File: src/hw/rtl/fpsf_pkg.sv
// Shared widths, register indexes and the half-step phase pattern table.
package fpsf_pkg;

	localparam int unsigned COUNT_W    = 32;
	localparam int unsigned FRAC_W     = 16;
	localparam int unsigned POS_W      = COUNT_W + FRAC_W;
	localparam int unsigned SPEED_W    = 24;
	localparam int unsigned DUTY_W     = 16;
	localparam int unsigned POINT_W    = SPEED_W + DUTY_W;
	localparam int unsigned PHASE_W    = 4;
	localparam int unsigned PHASES     = 5;
	localparam int unsigned CFG_IDX_W  = 3;
	localparam int unsigned TABLE_REGS = 6;
	localparam int unsigned PT_IDX_W   = $clog2(TABLE_REGS);

	// Register indexes on the configuration port.
	localparam logic [CFG_IDX_W-1:0] REG_STEP_LIMIT  = 3'd0;
	localparam logic [CFG_IDX_W-1:0] REG_POINT_FIRST = 3'd1;
	localparam logic [CFG_IDX_W-1:0] REG_POINT_LAST  = 3'd6;

	// Half-step index range.
	localparam logic [PHASE_W-1:0] PHASE_FIRST = 4'd0;
	localparam logic [PHASE_W-1:0] PHASE_LAST  = 4'd9;
	localparam int unsigned        PHASE_STATES = 10;

	typedef logic [PHASES-1:0] phase_mask_t;

	// Bit 0 is phase A, bit 4 is phase E.
	localparam phase_mask_t PHASE_PATTERN [PHASE_STATES] = '{
		5'b00011, 5'b00010, 5'b00110, 5'b00100, 5'b01100,
		5'b01000, 5'b11000, 5'b10000, 5'b10001, 5'b00001
	};

	// Integer part of a Q32.16 value, truncated toward zero.
	function automatic logic signed [COUNT_W-1:0] trunc_int(input logic signed [POS_W-1:0] x);
		logic signed [COUNT_W-1:0] fl;
		fl = x[POS_W-1:FRAC_W];
		if (x[POS_W-1] && (x[FRAC_W-1:0] != '0)) begin
			return fl + 32'sd1;
		end
		return fl;
	endfunction

endpackage

File: src/hw/rtl/fpsf_if.sv
// Valid/ready channel interfaces for command words, result words and register writes.
interface fpsf_item_if import fpsf_pkg::*; ();
	logic                      valid;
	logic                      ready;
	logic signed [COUNT_W-1:0] target_count;

	modport source (output valid, output target_count, input ready);
	modport sink (input valid, input target_count, output ready);
endinterface

interface fpsf_result_if import fpsf_pkg::*; ();
	logic                      valid;
	logic                      ready;
	logic signed [COUNT_W-1:0] position;
	logic [PHASE_W-1:0]        phase_index;
	logic [DUTY_W-1:0]         duty_a;
	logic [DUTY_W-1:0]         duty_b;
	logic [DUTY_W-1:0]         duty_c;
	logic [DUTY_W-1:0]         duty_d;
	logic [DUTY_W-1:0]         duty_e;

	modport source (output valid, output position, output phase_index, output duty_a,
		output duty_b, output duty_c, output duty_d, output duty_e, input ready);
	modport sink (input valid, input position, input phase_index, input duty_a,
		input duty_b, input duty_c, input duty_d, input duty_e, output ready);
endinterface

interface fpsf_cfg_if import fpsf_pkg::*; ();
	logic                 valid;
	logic                 ready;
	logic [CFG_IDX_W-1:0] index;
	logic [POINT_W-1:0]   data;

	modport source (output valid, output index, output data, input ready);
	modport sink (input valid, input index, input data, output ready);
endinterface

File: src/hw/rtl/five_phase_stepper_follower.sv
// An accepted command word runs through the move, clamp and update states and the curve search;
// an interpolated duty then adds the multiply, a bit-serial divider and the final add before
// the result word is loaded, and a stalled result sink holds it in the output state. The curve
// search walks one point a cycle. A new command word is taken only once the
// previous one is loaded as a result word, and may be taken while the previous
// result word still waits. Reset (arst_n low) clears the position, the half-step index and
// the configuration registers at once; no clearing pass follows.
module five_phase_stepper_follower import fpsf_pkg::*; #(
	parameter int unsigned CURVE_POINTS = 6
) (
	input  logic           clk,
	input  logic           arst_n,
	fpsf_item_if.sink      item,
	fpsf_result_if.source  result,
	fpsf_cfg_if.sink       cfg
);

	localparam logic [PT_IDX_W-1:0] LAST_PT = PT_IDX_W'(CURVE_POINTS - 1);
	localparam int unsigned DIV_STEPS = 16;
	localparam logic [3:0] DIV_LAST = 4'(DIV_STEPS - 1);

	typedef enum logic [3:0] {
		S_IDLE, S_MOVE, S_CLAMP, S_UPDATE, S_SEARCH, S_MUL, S_DIV, S_FIN, S_OUT
	} state_t;

	state_t state_q;

	// Configuration registers.
	logic [SPEED_W-1:0] step_limit_q;
	logic [POINT_W-1:0] point_q [TABLE_REGS];

	// Persistent follower state.
	logic signed [POS_W-1:0] tp_q;
	logic [PHASE_W-1:0]      idx_q;

	// Working registers.
	logic signed [POS_W-1:0]   target_q;
	logic signed [POS_W:0]     diff_q;
	logic [SPEED_W-1:0]        lim_q;
	logic signed [SPEED_W:0]   d_q;
	logic [SPEED_W-1:0]        s_q;
	logic signed [COUNT_W-1:0] new_int_q;
	logic [PT_IDX_W-1:0]       k_q;
	logic [SPEED_W-1:0]        prev_sp_q;
	logic [DUTY_W-1:0]         prev_du_q;
	logic [SPEED_W-1:0]        dx_q;
	logic [SPEED_W-1:0]        ds_q;
	logic signed [DUTY_W:0]    dy_q;
	logic [DUTY_W-1:0]         y1_q;
	logic                      neg_q;
	logic [SPEED_W-1:0]        rem_q;
	logic [DUTY_W-1:0]         dvd_q;
	logic [DUTY_W-1:0]         quo_q;
	logic [3:0]                cnt_q;
	logic [DUTY_W-1:0]         duty_q;

	// Result register.
	logic                      res_valid_q;
	logic signed [COUNT_W-1:0] res_pos_q;
	logic [PHASE_W-1:0]        res_phase_q;
	logic [DUTY_W-1:0]         res_duty_q [PHASES];

	// Combinational helpers.
	logic [POINT_W-1:0]        pt_cur;
	logic [SPEED_W-1:0]        pt_sp;
	logic [DUTY_W-1:0]         pt_du;
	logic [SPEED_W-1:0]        last_sp;
	logic signed [POS_W-1:0]   tp_next;
	logic signed [COUNT_W-1:0] old_int;
	logic signed [COUNT_W-1:0] new_int;
	logic signed [POS_W:0]     lim_pos;
	logic signed [POS_W:0]     lim_neg;
	logic [DUTY_W-1:0]         dy_mag;
	logic [POINT_W-1:0]        prod;
	logic [SPEED_W:0]          trial;
	logic                      trial_ge;
	logic                      item_acc;
	logic                      out_free;
	phase_mask_t               pat;

	assign item.ready = (state_q == S_IDLE);
	assign cfg.ready  = 1'b1;
	assign item_acc   = item.valid && item.ready;
	assign out_free   = !res_valid_q || result.ready;

	assign result.valid       = res_valid_q;
	assign result.position    = res_pos_q;
	assign result.phase_index = res_phase_q;
	assign result.duty_a      = res_duty_q[0];
	assign result.duty_b      = res_duty_q[1];
	assign result.duty_c      = res_duty_q[2];
	assign result.duty_d      = res_duty_q[3];
	assign result.duty_e      = res_duty_q[4];

	// Curve point under the search pointer and the last used point's speed.
	assign pt_cur  = point_q[k_q];
	assign pt_sp   = pt_cur[POINT_W-1:DUTY_W];
	assign pt_du   = pt_cur[DUTY_W-1:0];
	assign last_sp = point_q[LAST_PT][POINT_W-1:DUTY_W];

	// Position update and integer-part change detection.
	assign tp_next = tp_q + POS_W'(d_q);
	assign old_int = trunc_int(tp_q);
	assign new_int = trunc_int(tp_next);

	// Clamp bounds.
	assign lim_pos = $signed({{(POS_W + 1 - SPEED_W){1'b0}}, lim_q});
	assign lim_neg = -lim_pos;

	// Multiplier for the interpolation numerator.
	assign dy_mag = dy_q[DUTY_W] ? DUTY_W'(-dy_q) : DUTY_W'(dy_q);
	assign prod   = POINT_W'(dy_mag) * POINT_W'(ds_q);

	// One restoring divider step.
	assign trial    = {rem_q, dvd_q[DUTY_W-1]};
	assign trial_ge = (trial >= {1'b0, dx_q});

	assign pat = PHASE_PATTERN[idx_q];

	// Register writes; indexes beyond the list are ignored.
	always_ff @(posedge clk or negedge arst_n) begin
		if (!arst_n) begin
			step_limit_q <= '0;
			for (int i = 0; i < TABLE_REGS; i++) begin
				point_q[i] <= '0;
			end
		end else if (cfg.valid && cfg.ready) begin
			if (cfg.index == REG_STEP_LIMIT) begin
				step_limit_q <= cfg.data[SPEED_W-1:0];
			end else if (cfg.index >= REG_POINT_FIRST && cfg.index <= REG_POINT_LAST) begin
				point_q[PT_IDX_W'(cfg.index - REG_POINT_FIRST)] <= cfg.data;
			end
		end
	end

	// Sequencer, follower state and result valid.
	always_ff @(posedge clk or negedge arst_n) begin
		if (!arst_n) begin
			state_q     <= S_IDLE;
			tp_q        <= '0;
			idx_q       <= PHASE_FIRST;
			k_q         <= '0;
			cnt_q       <= '0;
			res_valid_q <= 1'b0;
		end else begin
			// A result word is loaded when the output register is free and held until taken.
			if (state_q == S_OUT && out_free) begin
				res_valid_q <= 1'b1;
			end else if (result.ready) begin
				res_valid_q <= 1'b0;
			end
			unique case (state_q)
				S_IDLE: begin
					if (item_acc) begin
						state_q <= S_MOVE;
					end
				end
				S_MOVE: begin
					state_q <= S_CLAMP;
				end
				S_CLAMP: begin
					state_q <= S_UPDATE;
				end
				S_UPDATE: begin
					tp_q <= tp_next;
					if (old_int != new_int) begin
						if (d_q[SPEED_W]) begin
							idx_q <= (idx_q == PHASE_FIRST) ? PHASE_LAST : idx_q - 4'd1;
						end else begin
							idx_q <= (idx_q >= PHASE_LAST) ? PHASE_FIRST : idx_q + 4'd1;
						end
					end
					k_q     <= '0;
					state_q <= S_SEARCH;
				end
				S_SEARCH: begin
					if (s_q < pt_sp) begin
						state_q <= (k_q == '0) ? S_OUT : S_MUL;
					end else if (k_q == LAST_PT) begin
						state_q <= S_OUT;
					end else begin
						k_q <= k_q + PT_IDX_W'(1);
					end
				end
				S_MUL: begin
					cnt_q   <= '0;
					state_q <= S_DIV;
				end
				S_DIV: begin
					cnt_q <= cnt_q + 4'd1;
					if (cnt_q == DIV_LAST) begin
						state_q <= S_FIN;
					end
				end
				S_FIN: begin
					state_q <= S_OUT;
				end
				S_OUT: begin
					if (out_free) begin
						state_q <= S_IDLE;
					end
				end
				default: begin
					state_q <= S_IDLE;
				end
			endcase
		end
	end

	// Datapath and result payload.
	always_ff @(posedge clk) begin
		unique case (state_q)
			S_IDLE: begin
				if (item_acc) begin
					target_q <= {item.target_count, {FRAC_W{1'b0}}};
				end
			end
			S_MOVE: begin
				diff_q <= (POS_W + 1)'(target_q) - (POS_W + 1)'(tp_q);
				lim_q  <= (step_limit_q > last_sp) ? last_sp : step_limit_q;
			end
			S_CLAMP: begin
				if (diff_q > lim_pos) begin
					d_q <= (SPEED_W + 1)'(lim_pos);
				end else if (diff_q < lim_neg) begin
					d_q <= (SPEED_W + 1)'(lim_neg);
				end else begin
					d_q <= diff_q[SPEED_W:0];
				end
			end
			S_UPDATE: begin
				new_int_q <= new_int;
				s_q       <= d_q[SPEED_W] ? SPEED_W'(-d_q) : SPEED_W'(d_q);
			end
			S_SEARCH: begin
				if (s_q < pt_sp) begin
					duty_q <= pt_du;
					dx_q   <= pt_sp - prev_sp_q;
					ds_q   <= s_q - prev_sp_q;
					dy_q   <= $signed({1'b0, pt_du}) - $signed({1'b0, prev_du_q});
					y1_q   <= prev_du_q;
				end else begin
					duty_q    <= pt_du;
					prev_sp_q <= pt_sp;
					prev_du_q <= pt_du;
				end
			end
			S_MUL: begin
				rem_q <= prod[POINT_W-1:DUTY_W];
				dvd_q <= prod[DUTY_W-1:0];
				quo_q <= '0;
				neg_q <= dy_q[DUTY_W];
			end
			S_DIV: begin
				rem_q <= trial_ge ? SPEED_W'(trial - {1'b0, dx_q}) : trial[SPEED_W-1:0];
				quo_q <= {quo_q[DUTY_W-2:0], trial_ge};
				dvd_q <= {dvd_q[DUTY_W-2:0], 1'b0};
			end
			S_FIN: begin
				duty_q <= neg_q ? (y1_q - quo_q) : (y1_q + quo_q);
			end
			S_OUT: begin
				if (out_free) begin
					res_pos_q   <= new_int_q;
					res_phase_q <= idx_q;
					for (int j = 0; j < PHASES; j++) begin
						res_duty_q[j] <= pat[j] ? duty_q : '0;
					end
				end
			end
			default: begin
			end
		endcase
	end

	// The move applied to the position never exceeds the effective limit.
	a_move_bounded: assert property (@(posedge clk) disable iff (!arst_n)
		(state_q == S_UPDATE) |-> ((d_q <= $signed({1'b0, lim_q}))
			&& (d_q >= -$signed({1'b0, lim_q}))))
		else $error("move exceeds step limit");

	// The divider remainder stays below the segment width.
	a_rem_below_dx: assert property (@(posedge clk) disable iff (!arst_n)
		(state_q == S_DIV) |-> (rem_q < dx_q))
		else $error("divider remainder out of range");

	// The half-step index stays within its ten states.
	a_phase_range: assert property (@(posedge clk) disable iff (!arst_n)
		idx_q <= PHASE_LAST)
		else $error("half-step index out of range");

	// Ready is low right after a command word is taken.
	a_busy_after_accept: assert property (@(posedge clk) disable iff (!arst_n)
		item_acc |=> !item.ready)
		else $error("command taken while busy");

	// The index moves by at most one step per command word.
	a_index_step: assert property (@(posedge clk) disable iff (!arst_n)
		(state_q != S_UPDATE) |=> $stable(idx_q))
		else $error("half-step index changed outside update");

endmodule

File: src/flat_wrapper.sv
// flat-port wrapper written by rule: the top's interface ports become plain ports
module five_phase_stepper_follower_flat import fpsf_pkg::*;
#(
	parameter int unsigned CURVE_POINTS = 6
)
  (clk, arst_n, item_valid, item_target_count, item_ready, result_valid, result_position, result_phase_index, result_duty_a, result_duty_b, result_duty_c, result_duty_d, result_duty_e, result_ready, cfg_valid, cfg_index, cfg_data, cfg_ready);
  fpsf_item_if item_i ();
  fpsf_result_if result_i ();
  fpsf_cfg_if cfg_i ();
  input  logic clk;
  input  logic arst_n;
  input wire logic [$bits(item_i.valid)-1:0] item_valid;
  input wire logic [$bits(item_i.target_count)-1:0] item_target_count;
  output wire logic [$bits(item_i.ready)-1:0] item_ready;
  output wire logic [$bits(result_i.valid)-1:0] result_valid;
  output wire logic [$bits(result_i.position)-1:0] result_position;
  output wire logic [$bits(result_i.phase_index)-1:0] result_phase_index;
  output wire logic [$bits(result_i.duty_a)-1:0] result_duty_a;
  output wire logic [$bits(result_i.duty_b)-1:0] result_duty_b;
  output wire logic [$bits(result_i.duty_c)-1:0] result_duty_c;
  output wire logic [$bits(result_i.duty_d)-1:0] result_duty_d;
  output wire logic [$bits(result_i.duty_e)-1:0] result_duty_e;
  input wire logic [$bits(result_i.ready)-1:0] result_ready;
  input wire logic [$bits(cfg_i.valid)-1:0] cfg_valid;
  input wire logic [$bits(cfg_i.index)-1:0] cfg_index;
  input wire logic [$bits(cfg_i.data)-1:0] cfg_data;
  output wire logic [$bits(cfg_i.ready)-1:0] cfg_ready;
  assign item_i.valid = item_valid;
  assign item_i.target_count = item_target_count;
  assign item_ready = item_i.ready;
  assign result_valid = result_i.valid;
  assign result_position = result_i.position;
  assign result_phase_index = result_i.phase_index;
  assign result_duty_a = result_i.duty_a;
  assign result_duty_b = result_i.duty_b;
  assign result_duty_c = result_i.duty_c;
  assign result_duty_d = result_i.duty_d;
  assign result_duty_e = result_i.duty_e;
  assign result_i.ready = result_ready;
  assign cfg_i.valid = cfg_valid;
  assign cfg_i.index = cfg_index;
  assign cfg_i.data = cfg_data;
  assign cfg_ready = cfg_i.ready;
  five_phase_stepper_follower #(.CURVE_POINTS(CURVE_POINTS)) u_core (.clk(clk), .arst_n(arst_n), .item(item_i), .result(result_i), .cfg(cfg_i));
endmodule
File: config.mk
export PLATFORM = sky130hd
export DESIGN_NAME = five_phase_stepper_follower_flat
export DESIGN_NICKNAME = d
export VERILOG_FILES = /design/src/hw/rtl/fpsf_pkg.sv /design/src/hw/rtl/fpsf_if.sv /design/src/hw/rtl/five_phase_stepper_follower.sv /design/src/flat_wrapper.sv
export SDC_FILE = /design/constraint.sdc
export NUM_CORES = 2
export LEC_CHECK = 0
export BUFFER_PORTS_ARGS = -buffer_cell sky130_fd_sc_hd__buf_2
export CAP_MARGIN = 20
export CORE_MARGIN = 5
export CORE_UTILIZATION = 30
export DETAILED_ROUTE_END_ITERATION = 8
export GPL_TIMING_DRIVEN = 0
export PLACE_DENSITY = 0.53
export SLEW_MARGIN = 20
export SYNTH_ARGS = -nofsm -noshare
export SYNTH_HDL_FRONTEND = slang
export SYNTH_SLANG_ARGS = --single-unit
File: constraint.sdc
create_clock -name clk -period 12.4 [get_ports clk]
set_clock_uncertainty 0.15 [all_clocks]
set_input_delay 1.24 -clock clk [delete_from_list [all_inputs] [get_ports clk]]
set_output_delay 1.24 -clock clk [all_outputs]
set_load 0.02 [all_outputs]
# Word-level counts from Yosys, hierarchy flattened
# Memory sizes are Yosys's and may differ from the RTL's.
# Index checks and enable logic that the tools add are counted.
word_totals:
  wordCells: 164
  input_bits: 80
  reg_bits: 744
  rom_bits: 80
  out_inout_bits: 119
  ramBits: 80
  memories: 2
classes:
  n_lt_le_gt_ge: 12
  eq_ne: 17
  mux: 49
  n_reduce_logical: 27
  n_mul: 1
  add_sub_neg: 18
  bitwise_logic: 5
mem_list:
  columns: ["memory", "depth", "width", "rd", "rd_ports_with_merged_regs", "wr", "line", "source"]
  rows:
  - ["(no name shown)", 16, 5, 1, 0, 0, "five_phase_stepper_follower.sv:118", "assign pat = PHASE_PATTERN[idx_q];"]
  - ["u_core.res_duty_q", 5, 16, 5, 0, 5, "five_phase_stepper_follower.sv:61", "logic [DUTY_W-1:0] res_duty_q [PHASES];"]
op_table:
  columns: ["cell", "count"]
  rows:
  - ["$bwmux 240", 1]
  - ["$mux 32", 4]
  - ["$bmux 40 s3", 1]
  - ["$demux 40 s3", 1]
  - ["$mux 40", 3]
  - ["$mux 16", 7]
  - ["$mux 24", 4]
  - ["$pmux 16 s2", 3]
  - ["$sub 24x24->24", 3]
  - ["$add 32x2->32 const B", 2]
  - ["$gt 49x25->1", 1]
  - ["$lt 49x49->1", 1]
  - ["$neg 24->49", 1]
  - ["$sub 48x48->49", 1]
  - ["$add 48x25->48", 1]
  - ["$pmux 24 s2", 1]
  - ["$mul 16x24->40", 1]
  - ["$mux 4", 9]
  - ["$pmux 4 s9", 1]
  - ["$ne 32x32->1", 1]
  - ["$reduce_bool 16->1", 2]
  - ["$ge 25x24->1", 1]
  - ["$mux 25", 1]
  - ["$gt 24x24->1", 1]
  - ["40 further kinds", 77]

# Logic depth before layout (Yosys ltp)
logic_depth:
  depth_word: 7
  depth_mapped: 37
  depth_no_buf: 34

# Worst setup path before layout
# OpenSTA, ideal clock, no wires.
synth_path:
  path_kind: "reg-to-reg"
  from: "register u_core.dy_q[8]"
  to: "register u_core.rem_q[23], data pin"
  required_ps: 11980
  setup_ps: 270
  period_less_slack_ps: 8677
  n_path_buf: 1
  arrival_time_ps: 8257
  path_stages_with_launch: 34
  setup_slack_ps: 3723
  cell_sequence: "edfxtp_1 -> or4_1 -> nor4_1 -> nand2b_1 -> nor3_1 -> nor2_1 -> xor2_1 -> clkbuf_1 -> nand2_1 -> fa_1 -> fa_1 -> inv_1 -> fa_1 -> fa_1 -> fa_1 -> inv_1 -> fa_1 -> inv_1 -> ha_1 -> a21o_1 -> a21o_1 -> a21o_1 -> a21o_1 -> a21oi_1 -> o21ai_0 -> a21oi_1 -> a21oi_1 -> a211oi_1 -> o31ai_1 -> a2111oi_0 -> a211oi_1 -> a21oi_1 -> xnor2_1 -> a21oi_1"
synth_between:
  elab_chain_cells: 4
synth_lines:
  columns: ["item", "line", "source"]
  rows:
  - ["start, declared", "five_phase_stepper_follower.sv:48", "logic signed [DUTY_W:0] dy_q;"]
  - ["start signal, assigned", "five_phase_stepper_follower.sv:240", "dy_q <= $signed({1'b0, pt_du}) - $signed({1'b0, prev_du_q});"]
  - ["$neg 16->16", "five_phase_stepper_follower.sv:111", "assign dy_mag = dy_q[DUTY_W] ? DUTY_W'(-dy_q) : DUTY_W'(dy_q);"]
  - ["$mux 16 (*)", "five_phase_stepper_follower.sv:111", null]
  - ["$mul 16x24->40 (*)", "five_phase_stepper_follower.sv:112", "assign prod = POINT_W'(dy_mag) * POINT_W'(ds_q);"]
  - ["$pmux 24 s2 (*)", "five_phase_stepper_follower.sv:212", "unique case (state_q)"]
  - ["end signal, assigned", "five_phase_stepper_follower.sv:249", "rem_q <= prod[POINT_W-1:DUTY_W];"]
  - ["end signal, assigned", "five_phase_stepper_follower.sv:255", "rem_q <= trial_ge ? SPEED_W'(trial - {1'b0, dx_q}) : trial[SPEED_W-1:0];"]
  - ["end, declared", "five_phase_stepper_follower.sv:51", "logic [SPEED_W-1:0] rem_q;"]
# Every way passes the cells marked *; elsewhere a longest branch is shown, timed or not.
# A chain may end at the register's enable or synchronous reset.

# Worst setup path in the final report
layout_path:
  from: "register u_core.dy_q[0]"
  to: "register u_core.rem_q[23], data pin"
# The elaborated chain is that of the path after synthesis.

==> key figures <==
Synth
  – Post-synthesis mux area share: 0.0772
  – Post-Synth XOR/XNOR Area: 0.0509
  – Post-synth EDFFs: 496
  – FFs w/ async S/R, synth: 0.398
  – Post-Syn Instances: 5640
  – Synthesized area per cell: 10.5 µm²
  – Synth Flop Type: edfxtp_1
  – Synthesized Nets: 6464
  – Post-Synth Adder-Cell Area: 0.197
  – Largest family of logic cells by synthesized area: adder cells
  – Mapped Area: 59300 µm²
  – YS warnings: 0
  – Post-synth cell types: 106
  – Synth Area in Compound Gates: 0.0985
  – Synthesis-stage register bit count: 824
  – Sequential share of the synthesized area: 0.390
  – Simple-gate share of the synthesized area: 0.132

Floorplanning
  – Core Footprint: 197000 µm²
  – Site Rows: 163
  – Starting density of the core: 0.301
  – Die area: 207000 µm²
  – Die W: 454 µm
  – Die Y-Extent: 454 µm
  – Ports: 199

Critical path
  – Worst path bufs/invs: 9
  – Worst Setup Path Type: register to register
  – Worst setup path endpoint: u_core.rem_q[23]$_DFFE_PN_
  – Slowest-stage cell, CP: xnor2_1
  – Critical path peak fanout: 10
  – Crit. Startpoint: u_core.dy_q[0]$_DFFE_PP_
  – Stages on worst setup path: 36
  – R2R cell count: 36
  – CP Data Required Time: 12.64 ns
  – WP data arrival: 11.30 ns
  – Reg-to-Reg Start: u_core.dy_q[0]$_DFFE_PP_
  – Family with the most delay on the worst path: adder cells
  – Setup crit end kind: register
  – Max stage delay on crit path: 0.93 ns
  – Nature of the critical path startpoint: register
  – R2r endpoint: u_core.rem_q[23]$_DFFE_PN_
  – Reg2reg setup slack: 1.34 ns

Routing
  – Final wirelength: 174000 µm
  – Remaining DRCs: 0
  – DR iter-0 viols: 2896
  – Wirelength per Cell: 20.0 µm
  – Vias/cell: 4.90
  – Routed vias: 42.6k
  – TritonRoute pass-1 iters: 6
  – DRT antenna net count: 0

GRT
  – GRT Util Overall: 0.166
  – First-pass GRT wire length: 264000 µm
  – Initial antenna violation count: 18
  – Vias in the first global route: 43.1k
  – Pin count of the biggest net entering global routing: 93
  – Gr ovfl total: 0

Finish
  – Register area: 23100 µm²
  – P&R area growth vs syn: 13.7%
  – Fin nets: 6789
  – Filler cells: 20.0k
  – Layout cells sized above 1: 0.129
  – Multi-input gate area: 33000 µm²
  – Final instance area: 67400 µm²

Clock network
  – H-tree depth: 3
  – Skew-Pair Late Insertion Delay: 0.70 ns
  – Clock Pin Slew Worst Setup and Hold Paths: 0.06 ns
  – Maximum clock path buffer count: 3
  – CTS Hold Bufs: 0
  – Inserted Clock Buffers: 93
  – Post-cts resize count: 0
  – Post-CTS setup buffers: 0
  – CTS tree: built
  – Root Buffer: clkbuf_16
  – Sink Count: 824

Timing
  – RSZ-0062 raised after global routing: false
  – Period utilisation layout: 0.892
  – Final setup TNS: 0 ns
  – Min cycle time layout: 11.06 ns
  – Achievable Freq: 0.0904 GHz
  – Fin. Hold Viols: 0
  – Slew margin rel.: 0.191
  – Final-report setup violation count: 0
  – Final setup margin: 1.34 ns
  – Worst-Margin Slew: 1.20 ns
  – Final slew viol count: 0
  – Hold Worst Slack: 0.255 ns

Placed design
  – Post-DP HPWL: 138000 µm
  – Pre-CTS setup slack: 1.40 ns
  – Area after DPL: 64100 µm²
  – Gpl congestion: 0.893
  – Port bufs: 197

Flow run
  – Max cap viols: 0

Min path
  – Hold WC Path Type: register to register

Outcome
  – Outcome: completed
[synthesized netlist by cell type (all sizes together) (166+ instances only)]
cell	instances	area, µm²
a21oi	242	1220
and2	225	1410
clkbuf	166	624
dfrtp	328	8210
edfxtp	496	14900
fa	312	6250
ha	432	5410
inv	664	2490
mux2	265	2980
nand2	567	2130
nor2	295	1110
o21ai	283	1420
xnor2	243	2150
[through the flow]
stage,instances,utilization
finish,8689,0.342
global route,8688,0.342
CTS,8684,0.342
detailed placement,8509,0.325
global placement,8477,0.323
floorplan,5640,-
[cell type report]
type,count,share of cell area
Inverter,664,0.0370
Timing Repair Buffer,230,0.0221
Antenna cell,4,0.000149
Tap cell,2640,0.0490
Clock buffer,132,0.0405
Multi-Input combinational cell,3959,0.489
Buffer,193,0.0113
Sequential cell,824,0.343
Clock inverter,43,0.00770
[cells by family after synthesis]
group,after synthesis
AOI/OAI and AO/OA,922
xor gates and xnor gates,323
adders and majority gates,744
buffers and inverters,857
DFF,824
muxes,374
other,1
and+or+nand+nor,1595
[flip-flops by register name, indices dropped and copies added (netlist names), 16 cells and up]
| signal | count |
|---|---|
| u_core.dy_q | 17 |
| u_core.rem_q | 24 |
| u_core.step_limit_q | 24 |
| u_core.s_q | 24 |
| u_core.diff_q | 49 |
| u_core.ds_q | 24 |
| u_core.prev_sp_q | 24 |
| u_core.last_sp | 24 |
| u_core.dvd_q | 16 |
| u_core.tp_q | 48 |
| u_core.prev_du_q | 16 |
| u_core.res_duty_q | 80 |
| u_core.target_q | 32 |
| u_core.result.position | 32 |
| u_core.lim_q | 24 |
| u_core.quo_q | 16 |
| u_core.y1_q | 16 |
| u_core.duty_q | 16 |
| u_core.d_q | 25 |
| u_core.new_int_q | 32 |
| u_core.point_q | 216 |
| u_core.dx_q | 24 |
[worst min-delay path by stage]
stage	startpoint	to	cells after the start
6_report	u_core.new_int_q[1]$_DFFE_PP_	u_core.result.position[1]$_DFFE_PP_	0
5_1_grt	u_core.new_int_q[17]$_DFFE_PP_	u_core.result.position[17]$_DFFE_PP_	0
4_1_cts	u_core.new_int_q[1]$_DFFE_PP_	u_core.result.position[1]$_DFFE_PP_	0
3_5_place_dp	u_core.new_int_q[19]$_DFFE_PP_	u_core.result.position[19]$_DFFE_PP_	0
3_3_place_gp	u_core.new_int_q[31]$_DFFE_PP_	u_core.result.position[31]$_DFFE_PP_	0
2_1_floorplan	u_core.new_int_q[0]$_DFFE_PP_	u_core.result.position[0]$_DFFE_PP_	0
[routing by layer]
metal | global-route usage | part of all wire | wire length (µm)
met1 | 0.222 | 0.44 | 76500
met2 | 0.286 | 0.49 | 85400
met3 | 0.0177 | 0.045 | 7760
met4 | 0.0452 | 0.025 | 4350
met5 | 0 | 0.00016 | 27
[worst register-to-register path, delay by kind of cell, from the launching register on]
family | cells | cell delay, ns
adder cells (fa/ha/maj) | 8 | 3.60
AO/OA/AOI/OAI | 15 | 3.16
buffers and inverters | 9 | 2.01
XOR/XNOR | 2 | 1.16
flip-flops | 1 | 0.33
AND/OR/NAND/NOR | 2 | 0.33
[cell usage in the layout (no fill, tap or decap), types with 29 or more instances in the layout]
cell / netlist / routed
buf_2: 5 / 201
o31ai_1: 29 / 29
nand2_1: 566 / 566
mux4_2: 40 / 40
a21o_1: 78 / 78
nor3_1: 97 / 95
o21a_1: 56 / 56
nand4_1: 44 / 44
mux2i_1: 69 / 69
clkbuf_1: 165 / 179
o21ai_0: 273 / 263
or3_1: 33 / 33
xnor2_1: 240 / 236
dfrtp_1: 328 / 328
and2_1: 224 / 223
nor2b_1: 71 / 70
nor2_1: 294 / 294
ha_1: 432 / 432
edfxtp_1: 496 / 496
a21oi_1: 240 / 240
mux2_2: 265 / 265
fa_1: 312 / 312
inv_1: 663 / 662
nand3_1: 85 / 85
a211oi_1: 30 / 30
a21boi_0: 32 / 31
xor2_1: 68 / 68
nand2b_1: 45 / 45
clkbuf_16: 0 / 96
and3_1: 36 / 35
Power is left out: the tool's default activity adds up to more than one toggle a clock period on the data nets, which glitch-free logic cannot reach.
